--- config.mk ---
export PLATFORM = sky130hd
export DESIGN_NAME = log2_latency_histogram
export DESIGN_NICKNAME = d
export VERILOG_FILES = /design/src/sv/llh_pkg.sv /design/src/sv/llh_dp.sv /design/src/sv/llh_ctrl.sv /design/src/sv/log2_latency_histogram.sv
export VERILOG_INCLUDE_DIRS = /design/src /design/src/sv
export SDC_FILE = /design/constraint.sdc
export NUM_CORES = 2
export LEC_CHECK = 0
export BUFFER_PORTS_ARGS = -buffer_cell sky130_fd_sc_hd__buf_2
export CAP_MARGIN = 10
export CORE_MARGIN = 2
export CORE_UTILIZATION = 60
export CTS_CLUSTER_DIAMETER = 80
export DETAILED_ROUTE_END_ITERATION = 10
export PLACE_DENSITY = 0.77
export SETUP_SLACK_MARGIN = 0.4
export SYNTH_ARGS = -nofsm -noshare
export SYNTH_HDL_FRONTEND = slang
export SYNTH_SLANG_ARGS = --single-unit
--- constraint.sdc ---
create_clock -name clk -period 8.15 [get_ports clk]
set_clock_uncertainty 0.1 [all_clocks]
set_input_delay 0.4075 -clock clk [delete_from_list [all_inputs] [get_ports clk]]
set_output_delay 0.4075 -clock clk [all_outputs]
set_load 0.005 [all_outputs]
--- src/sv/log2_latency_histogram_macros.svh ---
`ifndef LOG2_LATENCY_HISTOGRAM_MACROS_SVH
`define LOG2_LATENCY_HISTOGRAM_MACROS_SVH

// Check a consequent in the same cycle as its antecedent
`define LLH_ASSERT_SAME(lbl, ante, cons, msg) \
  lbl: assert property (@(posedge clk) disable iff (!rst_n) (ante) |-> (cons)) \
    else $error(msg);

// Check a consequent in the cycle after its antecedent
`define LLH_ASSERT_NEXT(lbl, ante, cons, msg) \
  lbl: assert property (@(posedge clk) disable iff (!rst_n) (ante) |=> (cons)) \
    else $error(msg);

`endif

--- src/sv/llh_pkg.sv ---
package llh_pkg;

  // Default configuration
  localparam int BUCKETS_DEF     = 32;
  localparam int COUNT_WIDTH_DEF = 32;

  // Fixed field widths
  localparam int LAT_W = 64;
  localparam int P_W   = 17;
  localparam int EST_W = 31;
  localparam int RUN_W = 64;

  // Percentile 1.0 in Q1.16
  localparam logic [P_W-1:0] Q16_ONE = 17'h10000;

  // Func codes
  localparam logic FUNC_RECORD = 1'b0;
  localparam logic FUNC_QUERY  = 1'b1;

  // Controller to datapath commands
  typedef struct packed {
    logic load;
    logic rec_rd;
    logic rec_wr;
    logic mul_step;
    logic rank_ld;
    logic scan_go;
    logic emit;
  } cmd_t;

  // Datapath to controller status
  typedef struct packed {
    logic mul_last;
    logic scan_hit;
    logic scan_end;
  } sts_t;

endpackage

--- src/sv/llh_dp.sv ---
`include "log2_latency_histogram_macros.svh"

module llh_dp #(
  parameter int BUCKETS     = llh_pkg::BUCKETS_DEF,
  parameter int COUNT_WIDTH = llh_pkg::COUNT_WIDTH_DEF
) (
  input  logic                      clk,
  input  logic                      rst_n,
  input  llh_pkg::cmd_t             cmd,
  output llh_pkg::sts_t             sts,
  input  logic [llh_pkg::LAT_W-1:0] in_latency_ns,
  input  logic [llh_pkg::P_W-1:0]   in_percentile_q16,
  output logic                      out_valid,
  output logic [llh_pkg::EST_W-1:0] out_latency_estimate
);
  import llh_pkg::*;

  localparam int BW  = $clog2(BUCKETS);
  localparam int NCH = (COUNT_WIDTH + 15) / 16;
  localparam int TW  = NCH * 16;
  localparam int AW  = TW + P_W;
  localparam int MCW = (NCH > 1) ? $clog2(NCH) : 1;
  localparam int NLC = LAT_W / 16;

  localparam logic [COUNT_WIDTH-1:0] CNT_MAX  = '1;
  localparam logic [BW-1:0]          LAST_IDX = BW'(BUCKETS - 1);

  // Lower bucket edge 2^sh, zero when it falls outside the estimate width
  function automatic logic [EST_W-1:0] est_pow(input logic [6:0] sh);
    logic [EST_W-1:0] v;
    v = '0;
    if (sh < 7'(EST_W)) begin
      v = EST_W'(1) << sh;
    end
    return v;
  endfunction

  // Bucket store
  logic [COUNT_WIDTH-1:0] mem [BUCKETS];
  logic [BUCKETS-1:0]     vld_r;
  logic [COUNT_WIDTH-1:0] rd_data_r;
  logic                   rd_vbit_r;
  logic                   rd_en;
  logic [BW-1:0]          rd_addr;
  logic [COUNT_WIDTH-1:0] rd_cnt;

  // Record path
  logic [NLC-1:0]   nz_r;
  logic [4:0]       lw_r   [NLC];
  logic [4:0]       lw_nxt [NLC];
  logic [6:0]       wid;
  logic [BW-1:0]    bucket_nxt;
  logic [BW-1:0]    bucket_r;
  logic [COUNT_WIDTH-1:0] total_r;

  // Query path
  logic [P_W-1:0]         p_r;
  logic [TW-1:0]          tot_sh_r;
  logic [AW-1:0]          acc_r;
  logic [MCW-1:0]         mcnt_r;
  logic [2*16:0]          prod;
  logic [AW:0]            rsum;
  logic [COUNT_WIDTH-1:0] rank_r;
  logic [BW-1:0]          scan_idx_r;
  logic                   issue_done_r;
  logic                   scan_iss;
  logic                   rdq_vld_r;
  logic [BW-1:0]          rdq_idx_r;
  logic [RUN_W-1:0]       run_r;
  logic [RUN_W:0]         run_sum;
  logic [RUN_W-1:0]       run_nxt;
  logic [EST_W-1:0]       est_hit;
  logic [EST_W-1:0]       est_dflt;
  logic                   out_valid_r;
  logic [EST_W-1:0]       out_est_r;

  // Find the bit width inside each 16-bit slice of the latency
  always_comb begin
    for (int k = 0; k < NLC; k++) begin
      lw_nxt[k] = '0;
      for (int b = 0; b < 16; b++) begin
        if (in_latency_ns[16*k + b]) begin
          lw_nxt[k] = 5'(b + 1);
        end
      end
    end
  end

  // Combine the slices: the highest nonzero slice sets the width, capped at the last bucket
  always_comb begin
    wid = '0;
    for (int k = 0; k < NLC; k++) begin
      if (nz_r[k]) begin
        wid = 7'(16 * k) + 7'(lw_r[k]);
      end
    end
    bucket_nxt = (wid > 7'(BUCKETS - 1)) ? LAST_IDX : BW'(wid);
  end

  // Memory read port select
  assign scan_iss = cmd.scan_go && !issue_done_r;
  assign rd_en    = cmd.rec_rd || scan_iss;
  assign rd_addr  = cmd.rec_rd ? bucket_nxt : scan_idx_r;
  assign rd_cnt   = rd_vbit_r ? rd_data_r : '0;

  always_ff @(posedge clk) begin
    if (rd_en) begin
      rd_data_r <= mem[rd_addr];
    end
    if (cmd.rec_wr) begin
      mem[bucket_r] <= (rd_cnt == CNT_MAX) ? CNT_MAX : rd_cnt + 1'b1;
    end
  end

  // Valid bits and totals
  always_ff @(posedge clk) begin
    if (!rst_n) begin
      vld_r       <= '0;
      rd_vbit_r   <= 1'b0;
      total_r     <= '0;
      rdq_vld_r   <= 1'b0;
      out_valid_r <= 1'b0;
    end else begin
      if (rd_en) begin
        rd_vbit_r <= vld_r[rd_addr];
      end
      if (cmd.rec_wr) begin
        vld_r[bucket_r] <= 1'b1;
        total_r         <= (total_r == CNT_MAX) ? CNT_MAX : total_r + 1'b1;
      end
      rdq_vld_r   <= scan_iss;
      out_valid_r <= cmd.emit;
    end
  end

  // Multiply step: one 17x16 partial product per cycle, top slice first
  assign prod = 33'(p_r) * 33'(tot_sh_r[TW-1 -: 16]);
  assign rsum = {1'b0, acc_r} + (AW + 1)'(16'hFFFF);

  // Running sum with saturation
  assign run_sum = {1'b0, run_r} + (RUN_W + 1)'(rd_cnt);
  assign run_nxt = run_sum[RUN_W] ? '1 : run_sum[RUN_W-1:0];

  assign est_hit  = (rdq_idx_r == '0) ? '0 : est_pow(7'(rdq_idx_r) - 7'd1);
  assign est_dflt = est_pow(7'(BUCKETS - 2));

  // Payload registers
  always_ff @(posedge clk) begin
    if (cmd.load) begin
      p_r      <= (in_percentile_q16 > Q16_ONE) ? Q16_ONE : in_percentile_q16;
      tot_sh_r <= TW'(total_r);
      acc_r    <= '0;
      mcnt_r   <= MCW'(NCH - 1);
      for (int k = 0; k < NLC; k++) begin
        nz_r[k] <= |in_latency_ns[16*k +: 16];
        lw_r[k] <= lw_nxt[k];
      end
    end
    if (cmd.rec_rd) begin
      bucket_r <= bucket_nxt;
    end
    if (cmd.mul_step) begin
      acc_r    <= (acc_r << 16) + AW'(prod);
      tot_sh_r <= tot_sh_r << 16;
      mcnt_r   <= mcnt_r - 1'b1;
    end
    if (cmd.rank_ld) begin
      rank_r       <= COUNT_WIDTH'(rsum >> 16);
      run_r        <= '0;
      scan_idx_r   <= '0;
      issue_done_r <= 1'b0;
    end
    if (scan_iss) begin
      scan_idx_r   <= scan_idx_r + 1'b1;
      issue_done_r <= (scan_idx_r == LAST_IDX);
      rdq_idx_r    <= scan_idx_r;
    end
    if (rdq_vld_r) begin
      run_r <= run_nxt;
    end
    if (cmd.emit) begin
      out_est_r <= sts.scan_hit ? est_hit : est_dflt;
    end
  end

  // Status back to the controller
  assign sts.mul_last = (mcnt_r == '0);
  assign sts.scan_hit = rdq_vld_r && (run_nxt >= RUN_W'(rank_r));
  assign sts.scan_end = rdq_vld_r && (rdq_idx_r == LAST_IDX);

  assign out_valid            = out_valid_r;
  assign out_latency_estimate = out_est_r;

  `LLH_ASSERT_NEXT(a_strobe_single, out_valid_r, !out_valid_r, "result strobe held")
  `LLH_ASSERT_SAME(a_wr_after_rd, cmd.rec_wr, $past(cmd.rec_rd), "write without lookup")
  `LLH_ASSERT_SAME(a_emit_cause, cmd.emit, sts.scan_hit || sts.scan_end, "emit without end")

endmodule

--- src/sv/llh_ctrl.sv ---
`include "log2_latency_histogram_macros.svh"

module llh_ctrl (
  input  logic          clk,
  input  logic          rst_n,
  input  logic          start,
  input  logic          in_func,
  output logic          busy,
  output llh_pkg::cmd_t cmd,
  input  llh_pkg::sts_t sts
);
  import llh_pkg::*;

  typedef enum logic [5:0] {
    S_IDLE   = 6'b000001,
    S_REC_RD = 6'b000010,
    S_REC_WR = 6'b000100,
    S_MUL    = 6'b001000,
    S_RANK   = 6'b010000,
    S_SCAN   = 6'b100000
  } state_t;

  state_t state_r;
  state_t state_nxt;

  // Sequence one request at a time
  always_comb begin
    state_nxt = state_r;
    cmd       = '0;
    case (state_r)
      S_IDLE: begin
        if (start) begin
          cmd.load  = 1'b1;
          state_nxt = (in_func == FUNC_QUERY) ? S_MUL : S_REC_RD;
        end
      end
      S_REC_RD: begin
        cmd.rec_rd = 1'b1;
        state_nxt  = S_REC_WR;
      end
      S_REC_WR: begin
        cmd.rec_wr = 1'b1;
        state_nxt  = S_IDLE;
      end
      S_MUL: begin
        cmd.mul_step = 1'b1;
        if (sts.mul_last) begin
          state_nxt = S_RANK;
        end
      end
      S_RANK: begin
        cmd.rank_ld = 1'b1;
        state_nxt   = S_SCAN;
      end
      S_SCAN: begin
        cmd.scan_go = 1'b1;
        if (sts.scan_hit || sts.scan_end) begin
          cmd.emit  = 1'b1;
          state_nxt = S_IDLE;
        end
      end
      default: begin
        state_nxt = S_IDLE;
      end
    endcase
  end

  always_ff @(posedge clk) begin
    if (!rst_n) begin
      state_r <= S_IDLE;
    end else begin
      state_r <= state_nxt;
    end
  end

  assign busy = (state_r != S_IDLE);

  `LLH_ASSERT_NEXT(a_accept_busy, start && !busy, busy, "accepted request not busy")
  `LLH_ASSERT_NEXT(a_emit_idle, cmd.emit, state_r == S_IDLE, "no return to idle after result")
  `LLH_ASSERT_NEXT(a_rank_scan, cmd.rank_ld, cmd.scan_go, "scan did not follow rank")

endmodule

--- src/sv/log2_latency_histogram.sv ---
// Channel  | Ports                                              | Handshake
// ---------+----------------------------------------------------+-------------------------
// request  | in_func, in_latency_ns, in_percentile_q16          | start && !busy
// result   | out_latency_estimate                               | out_valid, one cycle
//
// One request at a time. A record steps through accept, bucket lookup and counter
// write, and gives no result. A query runs the rank multiply one 16-bit slice a
// cycle, loads the rank, then scans the bucket store one entry a cycle through its
// single registered read port until the rank is reached or the last bucket is read.
// Synchronous active-low reset clears the bucket valid bits, the total and the
// controller. The result strobe lasts one cycle and cannot be stalled.
module log2_latency_histogram #(
  parameter int BUCKETS     = llh_pkg::BUCKETS_DEF,
  parameter int COUNT_WIDTH = llh_pkg::COUNT_WIDTH_DEF
) (
  input  logic                      clk,
  input  logic                      rst_n,
  input  logic                      start,
  output logic                      busy,
  input  logic                      in_func,
  input  logic [llh_pkg::LAT_W-1:0] in_latency_ns,
  input  logic [llh_pkg::P_W-1:0]   in_percentile_q16,
  output logic                      out_valid,
  output logic [llh_pkg::EST_W-1:0] out_latency_estimate
);
  import llh_pkg::*;

  cmd_t cmd;
  sts_t sts;

  llh_ctrl u_ctrl (
    .clk     (clk),
    .rst_n   (rst_n),
    .start   (start),
    .in_func (in_func),
    .busy    (busy),
    .cmd     (cmd),
    .sts     (sts)
  );

  llh_dp #(
    .BUCKETS     (BUCKETS),
    .COUNT_WIDTH (COUNT_WIDTH)
  ) u_dp (
    .clk                  (clk),
    .rst_n                (rst_n),
    .cmd                  (cmd),
    .sts                  (sts),
    .in_latency_ns        (in_latency_ns),
    .in_percentile_q16    (in_percentile_q16),
    .out_valid            (out_valid),
    .out_latency_estimate (out_latency_estimate)
  );

endmodule
==> out/qor.txt <==
min cycle time layout - 7.40 ns
number of clock sinks - 1,384
via count - 42,200
max_slew headroom - 0.209
Hold WC Path Type - input pin to flop
Mean Syn Cell Area - 14.2 sq um
synth-to-layout area growth - 12.2%
clock buffer depth - 3
CP Data Required Time - 8.66 ns
most frequent cells in the layout - 1,295 x edfxtp_1, 440 x nand2_1, 365 x inv_1
Main synth FF type - edfxtp_1
# DRC - 0
largest family of logic cells by synthesized area - multiplexers
final antenna-violating net count - 0
status - complete, no violations
Synth Instances - 4,818
f_max - 135 MHz
Async S/R FF share, synth - 0
clk slew on worst S/H paths - 0.06 ns
Die Y - 342 um
Synth Area in Compound Gates - 0.0527
GRT Overall Usage - 0.296
routed vias/inst - 6.32
TritonCTS buffer count - 142
Most common cell on crit path - fa_1
Adder-Cell Fraction of Synth Area - 0.101
crit path kind - flop to flop
reg2reg path depth - 23
Critical Path Max Stage Delay - 0.60 ns
RR Endpoint - u_dp.acc_r[47]
Worst Hold Endpoint - u_dp.lw_r[0][3]
sequential share of the synthesized area - 0.594
clock latency on the worst-skew pair - 0.77 ns
Post-Route Setup TNS - 0 ns
RSZ-0062 raised after global routing - no
Synth Cell Area - 68,500 sq um
initial antenna violation count - 5
core area - 113,000 sq um
vias in the first global route - 42,400
xor/xnor share of the synthesized area - 0.0202
VDD IR max - 0.552 mV
mux share of post-synthesis cell area - 0.110
die area - 117,000 sq um
Die W - 342 um
placed cells - 6,304
global-route wire length before repair - 258,000 um
Place WS - 0.453 ns
final setup vio count - 0
H-tree Lvls - 4
r2r setup slk - 0.75 ns
Critical Path Start Type - flop
hold_sp - in_latency_ns[10]
simple-gate share of the synthesized area - 0.0903
Critical Path Sink Type - flop
Ys Warns - 0
gr ovfl total - 0
distinct cell type count after synthesis - 83
Layout Nets - 5,563
Leak - 27.8 nW
CP max-delay cell - edfxtp_1
hold slack - 0.0404 ns
pin count of the biggest net entering global routing - 111
Post-Route WL - 171,000 um
DR WL/cell - 25.6 um
CTS tree - yes
crit-path max FO - 11
Synth Net Count - 5,319
Max Slew Vio Count - 0
Final HPWL DP - 99,800 um
I/O pins - 118
number of flops mapped to enable cells by yosys - 1,295
pwr/cell area - 267 nW/um^2
1st-pass router iterations - 6
share of layout cells above drive strength 1 - 0.170
slack of the critical path - 0.748 ns
Final GP Congestion - 0.956
Rows - 123
final hold violation count - 0
Root Driver - clkbuf_16
Tcrit/Tclk final - 0.908
Hold Crit Depth - 4
post-layout instance count excluding filler cells - 6,681
Max-cap violations - 0
commonest non-fill, non-tap cell in the layout - edfxtp_1
worst path cell trace - buf_4, nand2_1, fa_1, inv_1, fa_1, inv_1, fa_1, fa_1, fa_1, inv_1, fa_1, ha_1, a211o_1, or4_1, a21oi_1, or3_1, o211a_1, o41ai_2, o21ai_0, a2111oi_0, o2111ai_1, a211o_1, nand2_1
Starting Density - 0.607
# port buffers - 117
Seq cells post-synth - 1,384
fin util - 0.681
crit path DAT - 7.92 ns
slew of the pin with the lowest slew margin - 1.18 ns
Worst R2R Start - u_dp.tot_sh_r[18]
DR iter-0 viols - 4,461
routing by layer:
| layer | global-route usage | part of all wire | routed length [um] | vias up |
|---|---|---|---|---|
| li1 | - | - | - | 18300 |
| met1 | 0.399 | 0.38 | 65700 | 21300 |
| met2 | 0.488 | 0.49 | 84100 | 2226 |
| met3 | 0.0507 | 0.089 | 15200 | 421 |
| met4 | 0.109 | 0.037 | 6260 | 4 |
| met5 | 0 | 0.00013 | 22 | - |
worst max-delay path by stage:
stage	cells past startpoint	end	from	slack, ns
floorplan	28	u_dp.out_latency_estimate[0]	u_dp.rd_vbit_r	0.79
global placement	22	u_dp.acc_r[47]	u_dp.tot_sh_r[22]	0.52
detailed placement	22	u_dp.acc_r[47]	u_dp.tot_sh_r[22]	0.45
CTS	22	u_dp.acc_r[46]	u_dp.tot_sh_r[28]	0.45
global route	24	u_dp.out_latency_estimate[6]	u_dp.rd_vbit_r	0.43
finish	23	u_dp.acc_r[47]	u_dp.tot_sh_r[18]	0.75
where the power goes:
group,leakage (nW),switching [W],total [W],internal [W]
clock network,2.26,0.00272,0.00647,0.00375
registers,12.3,0.0000719,0.00783,0.00776
logic,13.2,0.00367,0.00620,0.00253
total,27.8,0.00646,0.0205,0.0140
flip-flops by register name, indices dropped and copies added (netlist names), 32 cells and up:
register	cells
u_dp.run_r	64
u_dp.rank_r	32
u_dp.total_r	32
u_dp.vld_r	32
u_dp.rd_data_r	32
u_dp.tot_sh_r	32
u_dp.mem	1024
u_dp.acc_r	48
repair_timing:
item                                    4_1_cts  5_1_grt
endpoints found under the setup margin        0       15
setup buffers                                 0       67
endpoints found under the hold margin        36        0
gates resized for setup                       0        3
hold buffers                                 43        0
synth_stat cells (76+ instances only):
cell type	n	area share
edfxtp_1	1295	0.57
ha_1	190	0.035
inv_1	365	0.020
mux4_2	264	0.087
xor2_1	82	0.010
and2_1	138	0.013
clkbuf_1	156	0.0086
nor2_1	325	0.018
a21oi_1	215	0.016
o21ai_0	111	0.0081
xnor2_1	76	0.0097
nand2_1	443	0.024
fa_1	226	0.066
dfxtp_1	89	0.026
nand3_1	81	0.0059
mux2i_1	82	0.012
layout make-up:
cell class                 count  area, sq um
sequential                  1384        40700
timing repair buffer         311         2270
clock buffer                 191         3920
inverter                     368         1380
tap                         1500         1880
fill                        7483        36000
antenna                        2         5.00
multi-input combinational   2855        26000
clock inverter                70          723
worst max-delay path, delay by kind of cell (launching register included):
kind	cells	cell delay (ns)
adders and majority gates	7	3.31
AOI/OAI and AO/OA	8	2.26
and+or+nand+nor	4	0.67
DFF	1	0.60
buffers and inverters	4	0.34
metrics by stage:
stage | instance area (sq um) | total power, W
after floorplan | 68500 | 0.0125
after global placement | 71100 | 0.0139
after global routing | 76800 | 0.0217
after CTS | 76200 | 0.0204
after detailed placement | 71100 | 0.0140
final | 76800 | 0.0205
kinds of logic (layout without fill, tap and decap cells):
logic type / after synthesis / in the layout
fa+ha+maj: 417 / 417
buf+inv: 579 / 940
other cells: 0 / 2
mux: 412 / 412
compound gates: 562 / 562
simple gates: 1306 / 1306
flops: 1384 / 1384
xor+xnor: 158 / 158
(Power assumes the default switching activity.)
